### config.mk
export PLATFORM = sky130hd
export DESIGN_NAME = modbus_response_pdu_decoder
export DESIGN_NICKNAME = d
export VERILOG_FILES = /design/src/rtl/mrpd_pkg.sv /design/src/rtl/modbus_response_pdu_decoder.sv /design/src/rtl/mrpd_parser.sv /design/src/rtl/mrpd_result_fifo.sv
export SDC_FILE = /design/constraint.sdc
export NUM_CORES = 1
export LEC_CHECK = 0
export ABC_AREA = 1
export BUFFER_PORTS_ARGS = -buffer_cell sky130_fd_sc_hd__buf_2
export CAP_MARGIN = 10
export CORE_ASPECT_RATIO = 1.2
export CORE_UTILIZATION = 35
export DETAILED_ROUTE_END_ITERATION = 7
export PLACE_DENSITY = 0.47
export SETUP_SLACK_MARGIN = 0.15
export SKIP_CTS_REPAIR_TIMING = 1
export SLEW_MARGIN = 20
export SYNTH_ARGS = -nofsm -noshare
export SYNTH_HDL_FRONTEND = slang
export SYNTH_HIERARCHICAL = 1
export SYNTH_SLANG_ARGS = --single-unit
### constraint.sdc
create_clock -name clk -period 15.96 [get_ports clk]
set_clock_uncertainty 0.1 [all_clocks]
set_input_delay 3.99 -clock clk [delete_from_list [all_inputs] [get_ports clk]]
set_output_delay 3.99 -clock clk [all_outputs]
set_load 0.005 [all_outputs]
### src/rtl/mrpd_pkg.sv
`timescale 1ns / 1ps
package mrpd_pkg;

	// Input item: one PDU byte plus framing flags
	typedef struct packed {
		logic [7:0] data_byte;
		logic       byte_present;
		logic       end_of_pdu;
	} in_item_t;

	// Result item: register value, bit group or final status
	typedef struct packed {
		logic [1:0]  item_kind;
		logic [10:0] element_index;
		logic [15:0] data_value;
		logic [3:0]  bit_count;
		logic [15:0] echo_address;
		logic [1:0]  status;
		logic [3:0]  malformed_reason;
		logic [7:0]  exception_code;
		logic [6:0]  original_function;
		logic        last_item;
	} out_item_t;

	// Result kinds
	localparam logic [1:0] KIND_REG    = 2'd0;
	localparam logic [1:0] KIND_BITS   = 2'd1;
	localparam logic [1:0] KIND_STATUS = 2'd2;

	// Final status codes
	localparam logic [1:0] ST_SUCCESS   = 2'd0;
	localparam logic [1:0] ST_EXCEPTION = 2'd1;
	localparam logic [1:0] ST_MALFORMED = 2'd2;

	// Malformed reasons
	localparam logic [3:0] ERR_NONE        = 4'd0;
	localparam logic [3:0] ERR_EMPTY       = 4'd1;
	localparam logic [3:0] ERR_NO_EXC      = 4'd2;
	localparam logic [3:0] ERR_WRONG_FN    = 4'd3;
	localparam logic [3:0] ERR_NO_COUNT    = 4'd4;
	localparam logic [3:0] ERR_ODD         = 4'd5;
	localparam logic [3:0] ERR_SHORT       = 4'd6;
	localparam logic [3:0] ERR_MISMATCH    = 4'd7;
	localparam logic [3:0] ERR_WRITE_SHORT = 4'd8;

	// Response forms
	localparam logic [1:0] FORM_REGS      = 2'd0;
	localparam logic [1:0] FORM_BITS      = 2'd1;
	localparam logic [1:0] FORM_WR_SINGLE = 2'd2;
	localparam logic [1:0] FORM_WR_MULTI  = 2'd3;

	// Configuration register indexes
	localparam logic [1:0] CFG_FORM = 2'd0;
	localparam logic [1:0] CFG_FUNC = 2'd1;
	localparam logic [1:0] CFG_QTY  = 2'd2;

	localparam logic [7:0] RESET_FUNC    = 8'd3;
	localparam logic [6:0] TOP_MASK      = 7'h7F;
	localparam logic [3:0] BITS_PER_BYTE = 4'd8;
	localparam logic [8:0] WRITE_MIN_LEN = 9'd5;
	localparam logic [8:0] POS_MAX       = 9'd511;

	// Result queue sizing
	localparam int FIFO_DEPTH = 4;
	localparam int PTR_W      = $clog2(FIFO_DEPTH);
	localparam int CNT_W      = PTR_W + 1;

endpackage

### src/rtl/modbus_response_pdu_decoder.sv
`timescale 1ns / 1ps
// Modbus response PDU decoder. Feed the PDU one byte per input transfer; mark
// the last transfer with end_of_pdu (a transfer with byte_present low and
// end_of_pdu high is a bare end marker). Register values or bit groups stream
// out as their bytes arrive, and every PDU ends with one status result
// (last_item high); streamed values are valid only if that status is success.
// One input transfer is taken every cycle while the result queue has room for
// two entries; the output side delivers one result per cycle while out_ready
// is high, and a byte that yields both a value and the status queues the value
// first. Results are registered in the queue before reaching the output.
// Configuration writes are always accepted and should be issued only between PDUs.
module modbus_response_pdu_decoder (
	input  logic                clk,
	input  logic                arst_n,
	input  logic                in_valid,
	output logic                in_ready,
	input  mrpd_pkg::in_item_t  in_data,
	output logic                out_valid,
	input  logic                out_ready,
	output mrpd_pkg::out_item_t out_data,
	input  logic                cfg_valid,
	output logic                cfg_ready,
	input  logic [1:0]          cfg_index,
	input  logic [10:0]         cfg_data
);
	import mrpd_pkg::*;

	logic      room2;
	logic      take;
	logic      val_push;
	logic      stat_push;
	out_item_t val_item;
	out_item_t stat_item;

	assign in_ready  = room2;
	assign take      = in_valid && in_ready;
	assign cfg_ready = 1'b1;

	// Byte parser and PDU state
	mrpd_parser u_parser (
		.clk       (clk),
		.arst_n    (arst_n),
		.take      (take),
		.item      (in_data),
		.cfg_we    (cfg_valid),
		.cfg_index (cfg_index),
		.cfg_data  (cfg_data),
		.val_push  (val_push),
		.val_item  (val_item),
		.stat_push (stat_push),
		.stat_item (stat_item)
	);

	// Result queue toward the output channel
	mrpd_result_fifo u_fifo (
		.clk       (clk),
		.arst_n    (arst_n),
		.push_a    (val_push),
		.data_a    (val_item),
		.push_b    (stat_push),
		.data_b    (stat_item),
		.room2     (room2),
		.out_valid (out_valid),
		.out_ready (out_ready),
		.out_data  (out_data)
	);

endmodule

### src/rtl/mrpd_parser.sv
`timescale 1ns / 1ps
module mrpd_parser (
	input  logic                clk,
	input  logic                arst_n,
	input  logic                take,
	input  mrpd_pkg::in_item_t  item,
	input  logic                cfg_we,
	input  logic [1:0]          cfg_index,
	input  logic [10:0]         cfg_data,
	output logic                val_push,
	output mrpd_pkg::out_item_t val_item,
	output logic                stat_push,
	output mrpd_pkg::out_item_t stat_item
);
	import mrpd_pkg::*;

	// Configuration
	logic [1:0]  form_q;
	logic [7:0]  func_q;
	logic [10:0] qty_q;

	// Per-PDU state
	logic [8:0]  pos_q,      nx_pos;
	logic [7:0]  seen_fn_q,  nx_seen_fn;
	logic [7:0]  decl_q,     nx_decl;
	logic        is_exc_q,   nx_is_exc;
	logic [3:0]  early_q,    nx_early;
	logic [7:0]  hold_q,     nx_hold;
	logic [10:0] emit_idx_q, nx_emit_idx;
	logic [7:0]  saved_exc_q, nx_saved_exc;
	logic [15:0] echo1_q,    nx_echo1;
	logic [15:0] echo2_q,    nx_echo2;

	logic [7:0]  b;
	logic [8:0]  off;
	logic        in_count;
	logic [10:0] first;
	logic [10:0] left;
	logic [8:0]  need;
	logic [11:0] need_sum;
	logic        short_len;
	logic [3:0]  reason;
	logic        made;

	assign b        = item.data_byte;
	assign off      = pos_q - 9'd2;
	assign in_count = off < {1'b0, decl_q};
	assign first    = {off[7:0], 3'b000};
	assign left     = qty_q - first;
	assign need_sum = {1'b0, qty_q} + 12'd7;
	assign need     = need_sum[11:3];

	// Configuration writes; indexes past the list are dropped
	always_ff @(posedge clk or negedge arst_n) begin
		if (!arst_n) begin
			form_q <= FORM_REGS;
			func_q <= RESET_FUNC;
			qty_q  <= '0;
		end else if (cfg_we) begin
			case (cfg_index)
				CFG_FORM: form_q <= cfg_data[1:0];
				CFG_FUNC: func_q <= cfg_data[7:0];
				CFG_QTY:  qty_q  <= cfg_data;
				default:  ;
			endcase
		end
	end

	// Byte handling and value results
	always_comb begin
		nx_pos       = pos_q;
		nx_seen_fn   = seen_fn_q;
		nx_decl      = decl_q;
		nx_is_exc    = is_exc_q;
		nx_early     = early_q;
		nx_hold      = hold_q;
		nx_emit_idx  = emit_idx_q;
		nx_saved_exc = saved_exc_q;
		nx_echo1     = echo1_q;
		nx_echo2     = echo2_q;
		made         = 1'b0;
		val_item     = '0;
		if (item.byte_present) begin
			if (pos_q == 9'd0) begin
				nx_seen_fn = b;
				if (b[7]) nx_is_exc = 1'b1;
				else if (b != func_q) nx_early = ERR_WRONG_FN;
			end else if (is_exc_q) begin
				if (pos_q == 9'd1) nx_saved_exc = b;
			end else if (early_q == ERR_WRONG_FN) begin
				// rest of PDU ignored
			end else if (form_q == FORM_WR_SINGLE || form_q == FORM_WR_MULTI) begin
				case (pos_q)
					9'd1:    nx_echo1 = {b, echo1_q[7:0]};
					9'd2:    nx_echo1 = {echo1_q[15:8], b};
					9'd3:    nx_echo2 = {b, echo2_q[7:0]};
					9'd4:    nx_echo2 = {echo2_q[15:8], b};
					default: ;
				endcase
			end else if (pos_q == 9'd1) begin
				nx_decl     = b;
				nx_emit_idx = '0;
				if (form_q == FORM_REGS && b[0]) nx_early = ERR_ODD;
			end else if (early_q == ERR_NONE && in_count) begin
				if (form_q == FORM_REGS) begin
					if (!off[0]) begin
						nx_hold = b;
					end else begin
						made                   = 1'b1;
						val_item.item_kind     = KIND_REG;
						val_item.element_index = emit_idx_q;
						val_item.data_value    = {hold_q, b};
						nx_emit_idx            = emit_idx_q + 11'd1;
					end
				end else if (first < qty_q) begin
					made                   = 1'b1;
					val_item.item_kind     = KIND_BITS;
					val_item.element_index = first;
					val_item.data_value    = {8'd0, b};
					val_item.bit_count     = (left < 11'(BITS_PER_BYTE)) ? left[3:0]
						: BITS_PER_BYTE;
					nx_emit_idx            = first + 11'(BITS_PER_BYTE);
				end
			end
			if (pos_q != POS_MAX) nx_pos = pos_q + 9'd1;
		end
	end

	// Final status, judged on the state after this item's byte
	assign short_len = {1'b0, nx_pos} < (10'd2 + {2'b00, nx_decl});

	always_comb begin
		reason              = ERR_NONE;
		stat_item           = '0;
		stat_item.item_kind = KIND_STATUS;
		stat_item.last_item = 1'b1;
		if (nx_pos == 9'd0) begin
			reason = ERR_EMPTY;
		end else if (nx_is_exc) begin
			if (nx_pos < 9'd2) reason = ERR_NO_EXC;
		end else if (nx_early == ERR_WRONG_FN) begin
			reason = ERR_WRONG_FN;
		end else if (form_q == FORM_WR_SINGLE || form_q == FORM_WR_MULTI) begin
			if (nx_pos < WRITE_MIN_LEN) reason = ERR_WRITE_SHORT;
		end else if (nx_pos < 9'd2) begin
			reason = ERR_NO_COUNT;
		end else if (form_q == FORM_REGS) begin
			if (nx_decl[0]) reason = ERR_ODD;
			else if (short_len) reason = ERR_SHORT;
		end else begin
			if (short_len) reason = ERR_SHORT;
			else if ({1'b0, nx_decl} != need) reason = ERR_MISMATCH;
		end

		if (reason != ERR_NONE) begin
			stat_item.status           = ST_MALFORMED;
			stat_item.malformed_reason = reason;
		end else if (nx_is_exc) begin
			stat_item.status            = ST_EXCEPTION;
			stat_item.exception_code    = nx_saved_exc;
			stat_item.original_function = nx_seen_fn[6:0] & TOP_MASK;
		end else if (form_q == FORM_WR_SINGLE || form_q == FORM_WR_MULTI) begin
			stat_item.status       = ST_SUCCESS;
			stat_item.data_value   = nx_echo2;
			stat_item.echo_address = nx_echo1;
		end else begin
			stat_item.status = ST_SUCCESS;
		end
	end

	assign val_push  = take && made;
	assign stat_push = take && item.end_of_pdu;

	// State update; end of PDU clears all per-PDU state
	always_ff @(posedge clk or negedge arst_n) begin
		if (!arst_n) begin
			pos_q       <= '0;
			seen_fn_q   <= '0;
			decl_q      <= '0;
			is_exc_q    <= 1'b0;
			early_q     <= ERR_NONE;
			hold_q      <= '0;
			emit_idx_q  <= '0;
			saved_exc_q <= '0;
			echo1_q     <= '0;
			echo2_q     <= '0;
		end else if (take) begin
			if (item.end_of_pdu) begin
				pos_q       <= '0;
				seen_fn_q   <= '0;
				decl_q      <= '0;
				is_exc_q    <= 1'b0;
				early_q     <= ERR_NONE;
				hold_q      <= '0;
				emit_idx_q  <= '0;
				saved_exc_q <= '0;
				echo1_q     <= '0;
				echo2_q     <= '0;
			end else begin
				pos_q       <= nx_pos;
				seen_fn_q   <= nx_seen_fn;
				decl_q      <= nx_decl;
				is_exc_q    <= nx_is_exc;
				early_q     <= nx_early;
				hold_q      <= nx_hold;
				emit_idx_q  <= nx_emit_idx;
				saved_exc_q <= nx_saved_exc;
				echo1_q     <= nx_echo1;
				echo2_q     <= nx_echo2;
			end
		end
	end

`ifndef SYNTHESIS
	// Position saturates instead of wrapping
	assert property (@(posedge clk) disable iff (!arst_n)
		(take && pos_q == POS_MAX && !item.end_of_pdu) |=> (pos_q == POS_MAX))
		else $error("byte position wrapped");

	// Values are only streamed for a non-exception PDU
	assert property (@(posedge clk) disable iff (!arst_n)
		val_push |-> (!is_exc_q && pos_q >= 9'd2))
		else $error("value result outside data bytes");
`endif

endmodule

### src/rtl/mrpd_result_fifo.sv
`timescale 1ns / 1ps
module mrpd_result_fifo (
	input  logic                clk,
	input  logic                arst_n,
	input  logic                push_a,
	input  mrpd_pkg::out_item_t data_a,
	input  logic                push_b,
	input  mrpd_pkg::out_item_t data_b,
	output logic                room2,
	output logic                out_valid,
	input  logic                out_ready,
	output mrpd_pkg::out_item_t out_data
);
	import mrpd_pkg::*;

	out_item_t        mem_q [FIFO_DEPTH];
	logic [PTR_W-1:0] wr_q;
	logic [PTR_W-1:0] rd_q;
	logic [CNT_W-1:0] count_q;
	logic [PTR_W-1:0] wr_b;
	logic [1:0]       npush;
	logic             pop;

	assign npush     = {1'b0, push_a} + {1'b0, push_b};
	assign pop       = out_valid && out_ready;
	assign wr_b      = push_a ? wr_q + PTR_W'(1) : wr_q;
	assign room2     = count_q <= CNT_W'(FIFO_DEPTH - 2);
	assign out_valid = count_q != '0;
	assign out_data  = mem_q[rd_q];

	// Storage: the value result lands ahead of the status of the same item
	always_ff @(posedge clk) begin
		if (push_a) mem_q[wr_q] <= data_a;
		if (push_b) mem_q[wr_b] <= data_b;
	end

	// Pointers and fill level
	always_ff @(posedge clk or negedge arst_n) begin
		if (!arst_n) begin
			wr_q    <= '0;
			rd_q    <= '0;
			count_q <= '0;
		end else begin
			wr_q    <= wr_q + PTR_W'(npush);
			rd_q    <= rd_q + PTR_W'(pop);
			count_q <= count_q + CNT_W'(npush) - CNT_W'(pop);
		end
	end

`ifndef SYNTHESIS
	// Pushes never exceed the free space
	assert property (@(posedge clk) disable iff (!arst_n)
		(push_a || push_b) |-> ((count_q + CNT_W'(npush)) <= CNT_W'(FIFO_DEPTH)))
		else $error("result queue overflow");

	// Fill level never passes the depth
	assert property (@(posedge clk) disable iff (!arst_n)
		count_q <= CNT_W'(FIFO_DEPTH))
		else $error("result queue count out of range");

	// Fill level tracks pushes and pops
	assert property (@(posedge clk) disable iff (!arst_n)
		1'b1 |=> (count_q == $past(count_q) + CNT_W'($past(npush)) - CNT_W'($past(pop))))
		else $error("result queue count drift");
`endif

endmodule
==> summary.txt <==
Run status
  – Outcome: finished clean

STA
  – Final hold violation count: 0
  – Tmin final: 8.87 ns
  – Worst slew pin tran: 1.11 ns
  – Fmax achieved: 0.113 GHz
  – Slew Viols, Final: 0
  – Final Setup Violations: 0
  – Final setup margin: 7.09 ns
  – Headroom to the max-slew limit: 26.2%
  – Setup TNS Final: 0 ns
  – Fin crit share: 55.6%
  – Unrepaired setup endpoints after global routing: false

Final layout
  – Most common cell after layout, fill and taps aside: nand2_1
  – Most frequent cells in the layout: nand2_1 (957), edfxtp_1 (284), o21ai_0 (237)
  – Layout area overhead: 8.39%
  – NumNets Final: 2,953
  – Antenna Cells: 0
  – Share of layout cells above drive strength 1: 10.6%

Synthesis
  – Prevailing post-synth register cell: edfxtp_1
  – Mean Syn Cell Area: 8.30 um2
  – Cells after Synth: 2,888
  – Synth area leader: edfxtp_1
  – Netlist cell types: 56
  – Syn. warnings: 6
  – Synth async-reset ratio: 29.0%
  – Synthesized cell area: 0.0240 mm2
  – Post-synth EDFFs: 284
  – Seq/Total Area, Yosys: 47.7%
  – Synth area leaders: edfxtp_1 (36%), nand2_1 (15%), dfrtp_1 (12%)
  – Yosys top cell area share: 35.6%
  – Synthesized flop and latch total: 400

Clock network
  – Clock buffer depth: 3
  – Total CTS buffers: 45
  – Clock sink total: 400
  – CTS tree: yes
  – CTS Root Cell: clkbuf_16
  – Clk_lat worst skew: 0.58 ns
  – Worst-path clk slew: 0.06 ns
  – H-tree depth: 2

Floorplanning
  – Chip Width: 241 um
  – Std-Cell Rows: 104
  – Placeable Area: 0.0674 mm2
  – Num ports: 102
  – Starting Density: 35.5%
  – Total die area: 0.0695 mm2
  – Die extent in y: 289 um

Pwr
  – Leakage power: 11.0 nW
  – Power Dens Cells: 177 mW/mm2
  – Peak supply drop: 0.151 mV

Worst setup path
  – CP max stage delay: 0.79 ns
  – CP Max Fanout: 57
  – CP Capture Type: register
  – Worst path most repeated cell: buf_4
  – CP max stage cell: buf_4
  – CP top delay family: simple AND/OR/NAND/NOR gates
  – Crit start category: input pin
  – WP buf/inv: 5
  – WP data arrival: 8.96 ns
  – Crit Path Class: in2reg
  – Critical Path, Cell by Cell: buf_2 -> nand3_1 -> nor2_8 -> inv_1 -> nor3_1 -> nand3_1 -> nor2_1 -> nand2_1 -> nand2_2 -> buf_4 -> nand3_4 -> buf_4 -> nand2_4 -> buf_4
  – WP data required: 16.05 ns

Place
  – Placement Setup Slack: 6.55 ns
  – Routability cong.: 0.860
  – Final HPWL DP: 49.5 mm
  – # port buffers: 100

Route
  – Vias per inst: 5.32
  – Vias: 20.3k
  – Drt wl/cell: 21.0 um
  – Post-DRT Antenna Nets: 0
  – DR pass1 iterations: 6
  – DRC violations left: 0
  – WL final: 80.1 mm
  – Initial drt markers: 1,841

Global route
  – Total global-route track usage: 22.9%
  – Largest net degree at the start of global routing: 82
  – Overflow after GRT: 0
  – Initial antenna violation count: 1
  – Vias in the first global route: 19.7k
  – First-pass GRT wire length: 121 mm

Job
  – Max-Cap Viols: 0

Worst hold path
  – Worst Hold Class: reg2reg
worst paths after layout:
path / from / endpoint / slack [ns] / cells after the start
setup reg to reg: u_parser/pos_q[3] / u_fifo/mem_q[2][48] / 7.93 / 20
hold / removal: u_parser/hold_q[5] / u_parser/hold_q[5] / 0.37 / 2
hold reg to reg: u_parser/hold_q[5] / u_parser/hold_q[5] / 0.37 / 2
min in group asynchronous: arst_n / u_parser/func_q[4] / 3.34 / 1
max in group asynchronous: arst_n / u_parser/seen_fn_q[6] / 10.99 / 2
setup / recovery: in_data[1] / u_fifo/mem_q[2][48] / 7.09 / 14
power breakdown:
part | internal (mW) | switching, mW
Clock | 0.640 | 0.442
Sequential | 1.28 | 0.0868
Combinational | 0.585 | 1.56
cell type report:
type	instances	area, um2
timing repair buffer	130	728
sequential	400	11400
inverter	173	662
multi-input combinational	2131	10500
clock inverter	26	304
fill	6974	41400
clock buffer	56	1190
tap	901	1130
stage by stage:
step           std cells  total power [mW]  util (%)  area (um2)  hold slack [ns]
2_1_floorplan       2943              2.85         -       24200            0.334
3_3_place_gp        3735              3.52      36.3       24500            0.350
3_5_place_dp        3735              3.53      36.3       24500            0.353
4_1_cts             3817              4.63      38.5       26000            0.370
5_1_grt             3817              4.89      38.5       26000            0.393
6_report            3817              4.59      38.5       26000            0.370
Yosys cell counts (all sizes together) (4+ instances only):
cell type	count
nor2	260
nor3	15
nor3b	10
nor4	5
xnor2	7
xor2	29
buf	167
clkinv	5
inv	168
a21oi	34
edfxtp	284
ha	42
or2	4
o21ai	241
clkbuf	72
nand4	156
dfrtp	114
nand3	130
nand2	995
o22ai	124
logic make-up after synthesis:
family	share of synthesized area [%]
XOR/XNOR	1.32
AO/OA/AOI/OAI	9.67
flip-flops	47.7
buffers and inverters	9.35
AND/OR/NAND/NOR	29.5
adder cells (fa/ha/maj)	2.36
other	0.0470
metal layers:
| layer | share of wire (%) | routed length (um) | track usage [%] |
|---|---|---|---|
| met1 | 42 | 33400 | 29.5 |
| met2 | 50 | 39800 | 39.9 |
| met3 | 6.1 | 4900 | 3.18 |
| met4 | 2.5 | 2030 | 6.87 |
| met5 | 0 | 0 | 0 |
sequential cells by signal (all words and copies together) (netlist names):
signal	count
u_parser/early_q	4
u_parser/hold_q	8
u_fifo/mem_q	284
u_fifo/count_q	3
u_parser/echo2_q	16
u_parser/pos_q	9
u_parser/form_q	2
u_parser/func_q	8
u_parser/emit_idx_q	11
u_parser/qty_q	11
u_parser/seen_fn_q	7
u_parser/decl_q	8
u_parser/echo1_q	16
u_parser/saved_exc_q	8
u_parser/is_exc_q	1
u_fifo/rd_q	2
u_fifo/wr_q	2
worst reg2reg max path, delay by kind of cell (launching register included):
| kind | cells | cell delay [ns] |
|---|---|---|
| AO/OA/AOI/OAI | 4 | 0.86 |
| XOR/XNOR | 1 | 0.72 |
| AND/OR/NAND/NOR | 9 | 3.10 |
| flip-flops | 1 | 0.45 |
| buffers and inverters | 5 | 2.01 |
| adder cells (fa/ha/maj) | 1 | 0.34 |
Note: power is estimated with default switching activity, not from simulation.
